$ cat src/hdl/esd_pkg.sv
// ----------------------------------------------------------------------------
// esd_pkg
// Types and constants shared by the event subscriber dispatch block.
// ----------------------------------------------------------------------------
`default_nettype none
package esd_pkg;

  localparam int unsigned ActW  = 3;
  localparam int unsigned EvW   = 16;
  localparam int unsigned CatW  = 8;
  localparam int unsigned IdW   = 31;
  localparam int unsigned StW   = 3;
  localparam int unsigned SlotW = 6;
  localparam int unsigned CntW  = 32;
  localparam int unsigned FillW = 7;
  localparam int unsigned NumCat = 16;

  typedef enum logic [ActW-1:0] {
    ACT_SUB_EVENT = 3'd0,
    ACT_SUB_CAT   = 3'd1,
    ACT_SUB_ALL   = 3'd2,
    ACT_UNSUB     = 3'd3,
    ACT_PUBLISH   = 3'd4
  } action_e;

  typedef enum logic [StW-1:0] {
    ST_SUBSCRIBED = 3'd0,
    ST_FULL       = 3'd1,
    ST_REMOVED    = 3'd2,
    ST_NOT_FOUND  = 3'd3,
    ST_DELIVERED  = 3'd4,
    ST_DROPPED    = 3'd5,
    ST_NONE       = 3'd6
  } status_e;

  typedef enum logic [1:0] {
    MODE_UNUSED = 2'd0,
    MODE_EXACT  = 2'd1,
    MODE_CAT    = 2'd2,
    MODE_ALL    = 2'd3
  } mode_e;

  typedef enum logic [1:0] {
    BK_IDLE,
    BK_SCAN,
    BK_DONE
  } back_state_e;

  typedef struct packed {
    logic [ActW-1:0] action;
    logic [EvW-1:0]  event_id;
    logic [CatW-1:0] category;
    logic [IdW-1:0]  unsub_id;
  } cmd_t;

endpackage
`default_nettype wire

$ cat src/hdl/esd_front.sv
// ----------------------------------------------------------------------------
// esd_front
// Accepts commands, drops unknown actions, and holds a two-entry queue.
// ----------------------------------------------------------------------------
`default_nettype none
module esd_front (
  input  wire           clk_i,
  input  wire           rst_ni,
  input  wire           start_i,
  input  esd_pkg::cmd_t cmd_i,
  output logic          busy_o,
  output logic          q_valid_o,
  output esd_pkg::cmd_t q_cmd_o,
  input  wire           q_pop_i
);
  import esd_pkg::*;

  cmd_t       mem_q [2];
  logic       wp_q, rp_q;
  logic [1:0] cnt_q;
  logic       push;

  assign busy_o    = (cnt_q == 2'd2);
  assign push      = start_i && !busy_o && (cmd_i.action <= ACT_PUBLISH);
  assign q_valid_o = (cnt_q != 2'd0);
  assign q_cmd_o   = mem_q[rp_q];

  always_ff @(posedge clk_i) begin
    if (push) mem_q[wp_q] <= cmd_i;
  end

  always_ff @(posedge clk_i or negedge rst_ni) begin
    if (!rst_ni) begin
      wp_q  <= 1'b0;
      rp_q  <= 1'b0;
      cnt_q <= 2'd0;
    end else begin
      if (push) wp_q <= ~wp_q;
      if (q_pop_i) rp_q <= ~rp_q;
      cnt_q <= cnt_q + {1'b0, push} - {1'b0, q_pop_i};
    end
  end
endmodule
`default_nettype wire

$ cat config.mk
export PLATFORM = sky130hd
export DESIGN_NAME = esd_front
export DESIGN_NICKNAME = d
export VERILOG_FILES = /design/src/hdl/esd_pkg.sv /design/src/hdl/esd_front.sv
export SDC_FILE = /design/constraint.sdc
export NUM_CORES = 1
export LEC_CHECK = 0
export BUFFER_PORTS_ARGS = -buffer_cell sky130_fd_sc_hd__buf_2
export CAP_MARGIN = 20
export CORE_MARGIN = 1.5
export CORE_UTILIZATION = 56
export CTS_CLUSTER_SIZE = 16
export DETAILED_ROUTE_END_ITERATION = 12
export PLACE_DENSITY = 0.93
export SLEW_MARGIN = 30
export SYNTH_ARGS = -nofsm -noshare
export SYNTH_HDL_FRONTEND = slang
export SYNTH_SLANG_ARGS = --single-unit
$ cat constraint.sdc
create_clock -name clk_i -period 10.7 [get_ports clk_i]
set_input_delay 0 -clock clk_i [delete_from_list [all_inputs] [get_ports clk_i]]
set_output_delay 0 -clock clk_i [all_outputs]
set_load 0.05 [all_outputs]
### After elaboration in Yosys (flattened, before gate mapping)

Memory sizes are Yosys's and may differ from the RTL's.
Cells that the tools add are included.

* add/subtract/negate cells: 2
* multipliers: 0
* div/mod/pow operators: 0
* magnitude comparators: 1
* equality and inequality tests: 1
* shifts and indexed selects: 0
* mux-type cells: 2
* bitwise operators: 2
* reduce and logical (&&, ||, !) cells: 4

Operators by type and width (number)
* $le 3x3->1 const B: 1
* $add 2x1->2: 1
* $eq 2x2->1 const B: 1
* $logic_and 1x1->1: 2
* $mux 1: 2
* $not 1->1: 2
* $reduce_bool 2->1: 1
* $sub 2x1->2: 1
* $logic_not 1->1: 1

* register bits: 4
* bits in latches: 0
* bits in writable memories: 116
* ROM bits: 0
* bits of input ports: 62
* output and inout port bits: 60
* word-level logic and storage cells: 16
* memories kept: 1

Memory list
* mem_q: depth 2, width 58, read ports 1, clocked after memory_dff 0, wr ports 1, line esd_front.sv:18 `cmd_t mem_q [2];`

### Depth between registers and ports, before layout

Gate-level depths: netlist of the first run.

* word-level depth: 6
* depth in mapped cells: 7

### Least setup slack after synthesis of the first run

OpenSTA, ideal clock, no wires.

* path kind: register -> register
* from: register cnt_q[1]
* to: memory mem_q[0][0] in the netlist's numbering, enable pin
* arrival time: 3443 ps
* required time: 10226 ps
* path slack: 6782 ps
* cell stages (with the launch flop): 4
* buffers on the path: 0
* period minus slack after synthesis: 3918 ps
* cell sequence: dfrtp_1 nor2b_1 nand3b_1 nor2_1

* longest elaborated chain between the ends: 6

Ends and longest elaborated chain
* from (decl): line esd_front.sv:20 `logic [1:0] cnt_q;`
* from (signal assigned): line esd_front.sv:40 `cnt_q <= cnt_q + {1'b0, push} - {1'b0, q_pop_i};`
* $eq 2x2->1: line esd_front.sv:23 `assign busy_o = (cnt_q == 2'd2);`
* named net busy_o: line esd_front.sv:11 `output logic busy_o,`
* $logic_not 1->1: line esd_front.sv:24 `assign push = start_i && !busy_o && (cmd_i.action <= ACT_PUBLISH);`
* $logic_and 1x1->1 (2 in a row): line esd_front.sv:24
* $mux 1: line esd_front.sv:29 `if (push) mem_q[wp_q] <= cmd_i;`
* $mux 1 (implied by the code): line esd_front.sv:29
* to (decl): line esd_front.sv:18

The timed path passes the listed nets, and every way through them passes these cells.

==> results.sh, run 1 <==
export IMPL_start_kind="flip-flop"
export IMPL_min_period_ps=2490
export IMPL_num_nets_final=461
export IMPL_min_path_type="primary input to flip-flop"
export IMPL_worstMarginPinSlew_ps=802
export IMPL_clk_pin_slew_ps=60
export IMPL_diodes=0
export IMPL_power_mw=1.86
export IMPL_holdWs_ps=212
export IMPL_die_w_um=92.0
export IMPL_start_util=0.576
export IMPL_syn_nets=263
export IMPL_place_area_um2=5150
export IMPL_p_leak_nw=2.45
export IMPL_post_cts_setup_buffers=0
export IMPL_drc=0
export IMPL_cap_viol_max_count=0
export IMPL_ant_nets=0
export IMPL_rsz0062_at_grt="false"
export IMPL_io_pins=122
export IMPL_core_area_um2=7690
export IMPL_ys_ff_latch=120
export IMPL_seq_area_um2=3580
export IMPL_avgSynthCellArea_um2=22.3
export IMPL_grt_use_total=0.224
export IMPL_htree_levels=4
export IMPL_grt_pass1_vias=2703
export IMPL_finalClockSkew_ps=11.6
export IMPL_rows=32
export IMPL_grt_met2_usage=0.397
export IMPL_worst_ep_required_time_ps=10700
export IMPL_routabilityCongestion=0.775
export IMPL_grt_pass1_wl_mm=13.5
export IMPL_crit_type="flip-flop to output pin"
export IMPL_hold_violations=0
export IMPL_finalSetupViolations=0
export IMPL_use_met3=0.0788
export IMPL_arrival_ps=2490
export IMPL_synth_seq_area_share=0.809
export IMPL_avgViaCountPerCell=5.00
export IMPL_dp_hpwl_mm=4.53
export IMPL_cts_root_buf="clkbuf_8"
export IMPL_finalCritPeriodShare=0.232
export IMPL_endpoint_kind="output pin"
export IMPL_yosysUniqueCellTypes=16
export IMPL_numPortBuffers=121
export IMPL_power_density_nw_per_um2=292
export IMPL_routed_wl_mm=8.92
export IMPL_dieArea_um2=8460
export IMPL_gr_total_overflow=0
export IMPL_cts_tree="done"
export IMPL_insertion_delay_ps=510
export IMPL_synth_area_um2=4430
export IMPL_cts_path_max_buffers=2
export IMPL_fillers=413
export IMPL_multi_input_area_um2=798
export IMPL_stdcell_area_um2=6360
export IMPL_use_met1=0.245
export IMPL_first_pass_iters=6
export IMPL_yosysWarnings=0
export IMPL_dp_slack_ps=8210
export IMPL_antenna_found_initial=0
export IMPL_num_vias=2560
export IMPL_post_drt_wl_per_cell_um=17.4
export IMPL_tns_ps=0
export IMPL_irDropWorstVdd_mv=0.212
export IMPL_max_freq_ghz=0.402
export IMPL_grt_max_degree=34
export IMPL_busiest_layer="met2"
export IMPL_slew_headroom=0.464
export IMPL_outcome="complete, no violations"
export IMPL_fp_dieH_um=92.0
export IMPL_clock_sinks=120
export IMPL_cts_buffers=17
export IMPL_setup_ws_ps=8210
export IMPL_cp_max_fo=33
export IMPL_syn_inst=199
export IMPL_area_growth_pct=43.5
export IMPL_drive_gt1_frac=0.527
export IMPL_slew_viol_final=0
export IMPL_drt_iter0_drc=127
==> power by group <==
part           internal, mW  total (mW)  switching, mW
combinational         0.200       0.654          0.454
sequential            0.603       0.648         0.0450
clock                 0.354       0.555          0.201
total                  1.16        1.86          0.701
==> cell families (layout without fill, tap and decap cells) <==
| kind of cell | after synthesis | after routing | share of synthesized area |
|---|---|---|---|
| AO/OA/AOI/OAI | 1 | 1 | 0.00113 |
| AND/OR/NAND/NOR | 5 | 5 | 0.00621 |
| XOR/XNOR | 4 | 4 | 0.00791 |
| adder cells (fa/ha/maj) | 2 | 2 | 0.00565 |
| multiplexers | 58 | 58 | 0.156 |
| flip-flops | 120 | 120 | 0.809 |
| buffers and inverters | 9 | 220 | 0.0147 |
==> cells in the mapped netlist <==
| master | n | area [um2] |
|---|---|---|
| edfxtp_1 | 116 | 3480 |
| mux2_2 | 48 | 541 |
| mux2_4 | 10 | 150 |
| buf_2 | 4 | 20.0 |
| dfrtp_1 | 4 | 100 |
| xnor2_1 | 3 | 26.3 |
| buf_6 | 2 | 22.5 |
| ha_1 | 2 | 25.0 |
| inv_1 | 2 | 7.51 |
| nor2_1 | 2 | 7.51 |
| buf_8 | 1 | 15.0 |
| nand3b_1 | 1 | 7.51 |
| nor2b_1 | 1 | 6.26 |
| o21ai_0 | 1 | 5.00 |
| or2_2 | 1 | 6.26 |
| xor2_1 | 1 | 8.76 |
==> stage by stage <==
step / utilization / std cells
floorplan: - / 199
global placement: 0.669 / 418
detailed placement: 0.669 / 418
CTS: 0.827 / 512
global route: 0.827 / 512
finish: 0.827 / 512
==> repair_timing <==
item / in CTS / in global routing
hold buffers: 62 / 0
resized for setup: 0 / 0
endpoints found under the hold margin: 124 / 0
==> final cells by class <==
class | instances | share of cell area
sequential | 120 | 0.564
multi-input combinational | 70 | 0.126
clock buffer | 17 | 0.0651
tap | 102 | 0.0201
timing repair buffer | 186 | 0.196
inverter | 2 | 0.00118
clock inverter | 15 | 0.0279
==> path summary, 6_finish.rpt <==
kind,depth (start not counted),slack [ps],to,from
hold / removal,2,210,mem_q[0][51],cmd_i[51]
min in group asynchronous,3,390,cnt_q[1],rst_ni
max in group asynchronous,3,10110,rp_q,rst_ni
hold reg to reg,1,510,cnt_q[1],cnt_q[1]
setup reg to reg,4,8250,mem_q[0][28],cnt_q[1]
setup / recovery,3,8210,q_cmd_o[15],rp_q
==> registers in the layout (all words and copies together), names as in the netlist <==
| register | cells |
|---|---|
| mem_q | 116 |
| rp_q | 1 |
| cnt_q | 2 |
| wp_q | 1 |
==> placed cells by master (no fill, tap or decap), types with 2 or more instances in the layout <==
cell	instances
buf_2	121
buf_4	3
bufinv_16	3
clkbuf_16	16
clkinv_1	2
clkinv_4	3
clkinvlp_4	6
dfrtp_1	3
dlygate4sd3_1	62
edfxtp_1	116
ha_1	2
inv_1	2
mux2_2	48
mux2_4	10
nor2_4	2
xnor2_1	3
==> routing by layer <==
layer	wire length (um)	part of all wire	up-vias
met5	0	0	-
met4	136	0.015	0
met3	506	0.057	18
met2	4770	0.53	99
met1	3510	0.39	1254
li1	-	-	1189
==> worst max-delay path: stages (launching register included) <==
cell and delay (ps):
dfrtp_2 840, buf_4 500, mux2_2 400, buf_2 220
(Power assumes the default switching activity.)
==> run 2, diff against run 1 <==
CORE_UTILIZATION = 47   (was 56)
PLACE_DENSITY = 0.84   (was 0.93)
clock period = 2.27 ns   (was 10.7 ns; I/O delays follow)
==> run 2 against run 1 <==
Combinational power increased to 4.9 times the previous value; worst setup slack got worse by 7800 ps; sequential cell count unchanged; die area increased by 18%; critical endpoint is now mem_q[0][19]; highest routed layer unchanged; register-to-register slack got worse by 7900 ps; clock skew decreased by 4.4 ps; global-route usage decreased by 4.9 points; clock-buffer cell count unchanged; non-clock buffer count increased by 3; final cell count increased by 2.1%.
==> results.sh, run 2 (synthesized netlist as in run 1, its figures left out) <==
export IMPL_hold_violations=0
export IMPL_grt_pass1_wl_mm=12.9
export IMPL_hold_buffers=62
export IMPL_r2r_slack_ps=370
export IMPL_cap_viol_max_count=0
export IMPL_place_area_um2=5210
export IMPL_cts_root_buf="clkbuf_8"
export IMPL_dp_slack_ps=381
export IMPL_worst_ep_required_time_ps=2460
export IMPL_worstMarginPinSlew_ps=482
export IMPL_die_w_um=100
export IMPL_min_period_ps=1900
export IMPL_cts_path_max_buffers=2
export IMPL_slew_headroom=0.679
export IMPL_avgViaCountPerCell=4.74
export IMPL_endpoint_kind="flip-flop"
export IMPL_finalSetupViolations=0
export IMPL_rsz0062_at_grt="false"
export IMPL_first_pass_iters=4
export IMPL_numPortBuffers=121
export IMPL_swShare=0.374
export IMPL_tns_ps=0
export IMPL_drt_iter0_drc=57
export IMPL_slowest_stage="nor2_4"
export IMPL_drc=0
export IMPL_cts_tree="done"
export IMPL_irDropWorstVdd_mv=1.10
export IMPL_diodes=0
export IMPL_outcome="complete, no violations"
export IMPL_fillers=571
export IMPL_power_internal_mw=5.50
export IMPL_layout_commonest_cell="buf_2"
export IMPL_routed_wl_mm=8.34
export IMPL_start_util=0.482
export IMPL_p_clk_frac=0.298
export IMPL_post_cts_setup_buffers=0
export IMPL_max_freq_ghz=0.526
export IMPL_clock_sinks=120
export IMPL_grt_pass1_vias=2667
export IMPL_multi_input_area_um2=806
export IMPL_cp_max_fo=25
export IMPL_routabilityCongestion=0.683
export IMPL_htree_levels=4
export IMPL_layout_common_cells="121 x buf_2, 116 x edfxtp_1, 62 x dlygate4sd3_1"
export IMPL_seqPwrFrac=0.335
export IMPL_power_density_nw_per_um2=1370
export IMPL_top_register="mem_q"
export IMPL_finalClockSkew_ps=7.14
export IMPL_area_growth_pct=44.9
export IMPL_ant_nets=0
export IMPL_path_cells="nor2b_4, nand3b_1, nor2_4, buf_12"
export IMPL_fp_dieH_um=100
export IMPL_num_nets_final=464
export IMPL_crit_type="flip-flop to flip-flop"
export IMPL_dieArea_um2=10000
export IMPL_largest_reg_flops=116
export IMPL_top_regs="mem_q (116), cnt_q (2)"
export IMPL_switchingPower_mw=3.29
export IMPL_rows=35
export IMPL_cts_buffers=17
export IMPL_arrival_ps=2090
export IMPL_antenna_found_initial=0
export IMPL_grt_use_total=0.176
export IMPL_gr_total_overflow=0
export IMPL_cpPeakStageDelay_ps=460
export IMPL_setup_ws_ps=368
export IMPL_finalCritPeriodShare=0.838
export IMPL_holdWs_ps=227
export IMPL_p_comb_frac=0.367
export IMPL_core_area_um2=9200
export IMPL_grt_max_degree=35
export IMPL_stdcell_area_um2=6420
export IMPL_clk_pin_slew_ps=60
export IMPL_dp_hpwl_mm=4.92
export IMPL_io_pins=122
export IMPL_slew_viol_final=0
export IMPL_min_path_type="primary input to flip-flop"
export IMPL_drive_gt1_frac=0.536
export IMPL_p_leak_nw=2.48
export IMPL_seq_area_um2=3580
export IMPL_num_vias=2480
export IMPL_cts_resized=0
export IMPL_post_drt_wl_per_cell_um=15.9
export IMPL_insertion_delay_ps=490
export IMPL_start_kind="flip-flop"
run 2: cell count changes in the layout (fill, tap and decap cells not counted):
| cell | before | now |
|---|---|---|
| inv_6 | 1 | 3 |
| buf_12 | 0 | 2 |
| clkinv_2 | 0 | 2 |
| nor2b_4 | 0 | 1 |
| clkinv_1 | 2 | 0 |
| nor2b_1 | 1 | 0 |
| buf_4 | 3 | 4 |
| clkinvlp_4 | 6 | 4 |
| clkinv_4 | 3 | 2 |
run 2: area by class of cell:
type	instances	area share
inverter	2	0.00117
clock buffer	17	0.0645
tap	111	0.0216
timing repair buffer	189	0.202
clock inverter	14	0.0271
sequential	120	0.558
multi-input combinational	70	0.125
run 2: power groups by stage:
stage	clock network, mW	logic, mW	registers, mW
6_report	2.62	3.23	2.94
5_1_grt	2.77	3.38	2.97
3_5_place_dp	0	3.16	2.99
2_1_floorplan	0	2.58	2.96
4_1_cts	2.68	3.25	2.94
3_3_place_gp	0	3.14	2.96
run 2: path summary, 6_finish.rpt:
path                           start      endpoint  cells after the start
hold reg to reg             cnt_q[1]      cnt_q[1]                      1
max in group asynchronous     rst_ni          rp_q                      3
setup reg to reg            cnt_q[1]  mem_q[0][19]                      4
min in group asynchronous     rst_ni      cnt_q[1]                      3
setup / recovery            cnt_q[1]  mem_q[0][19]                      4
hold / removal             cmd_i[53]  mem_q[0][53]                      2
run 2: worst max-delay path, delay by kind of cell (launching register included):
kind                   cells  cell delay (ps)
AND/OR/NAND/NOR            3              930
flip-flops                 1              410
buffers and inverters      1              240
run 2: metal layers:
layer	vias to the layer above	track usage	wire length (um)
li1	1188	-	-
met4	0	0.0650	38
met5	-	0	0
met3	4	0.0529	318
met2	79	0.308	4490
met1	1209	0.205	3490
run 2: through the flow:
stage	instances	power, mW	util
2_1_floorplan	199	5.54	-
3_3_place_gp	430	6.10	0.567
3_5_place_dp	430	6.15	0.567
4_1_cts	523	8.87	0.698
5_1_grt	523	9.12	0.698
6_report	523	8.79	0.698
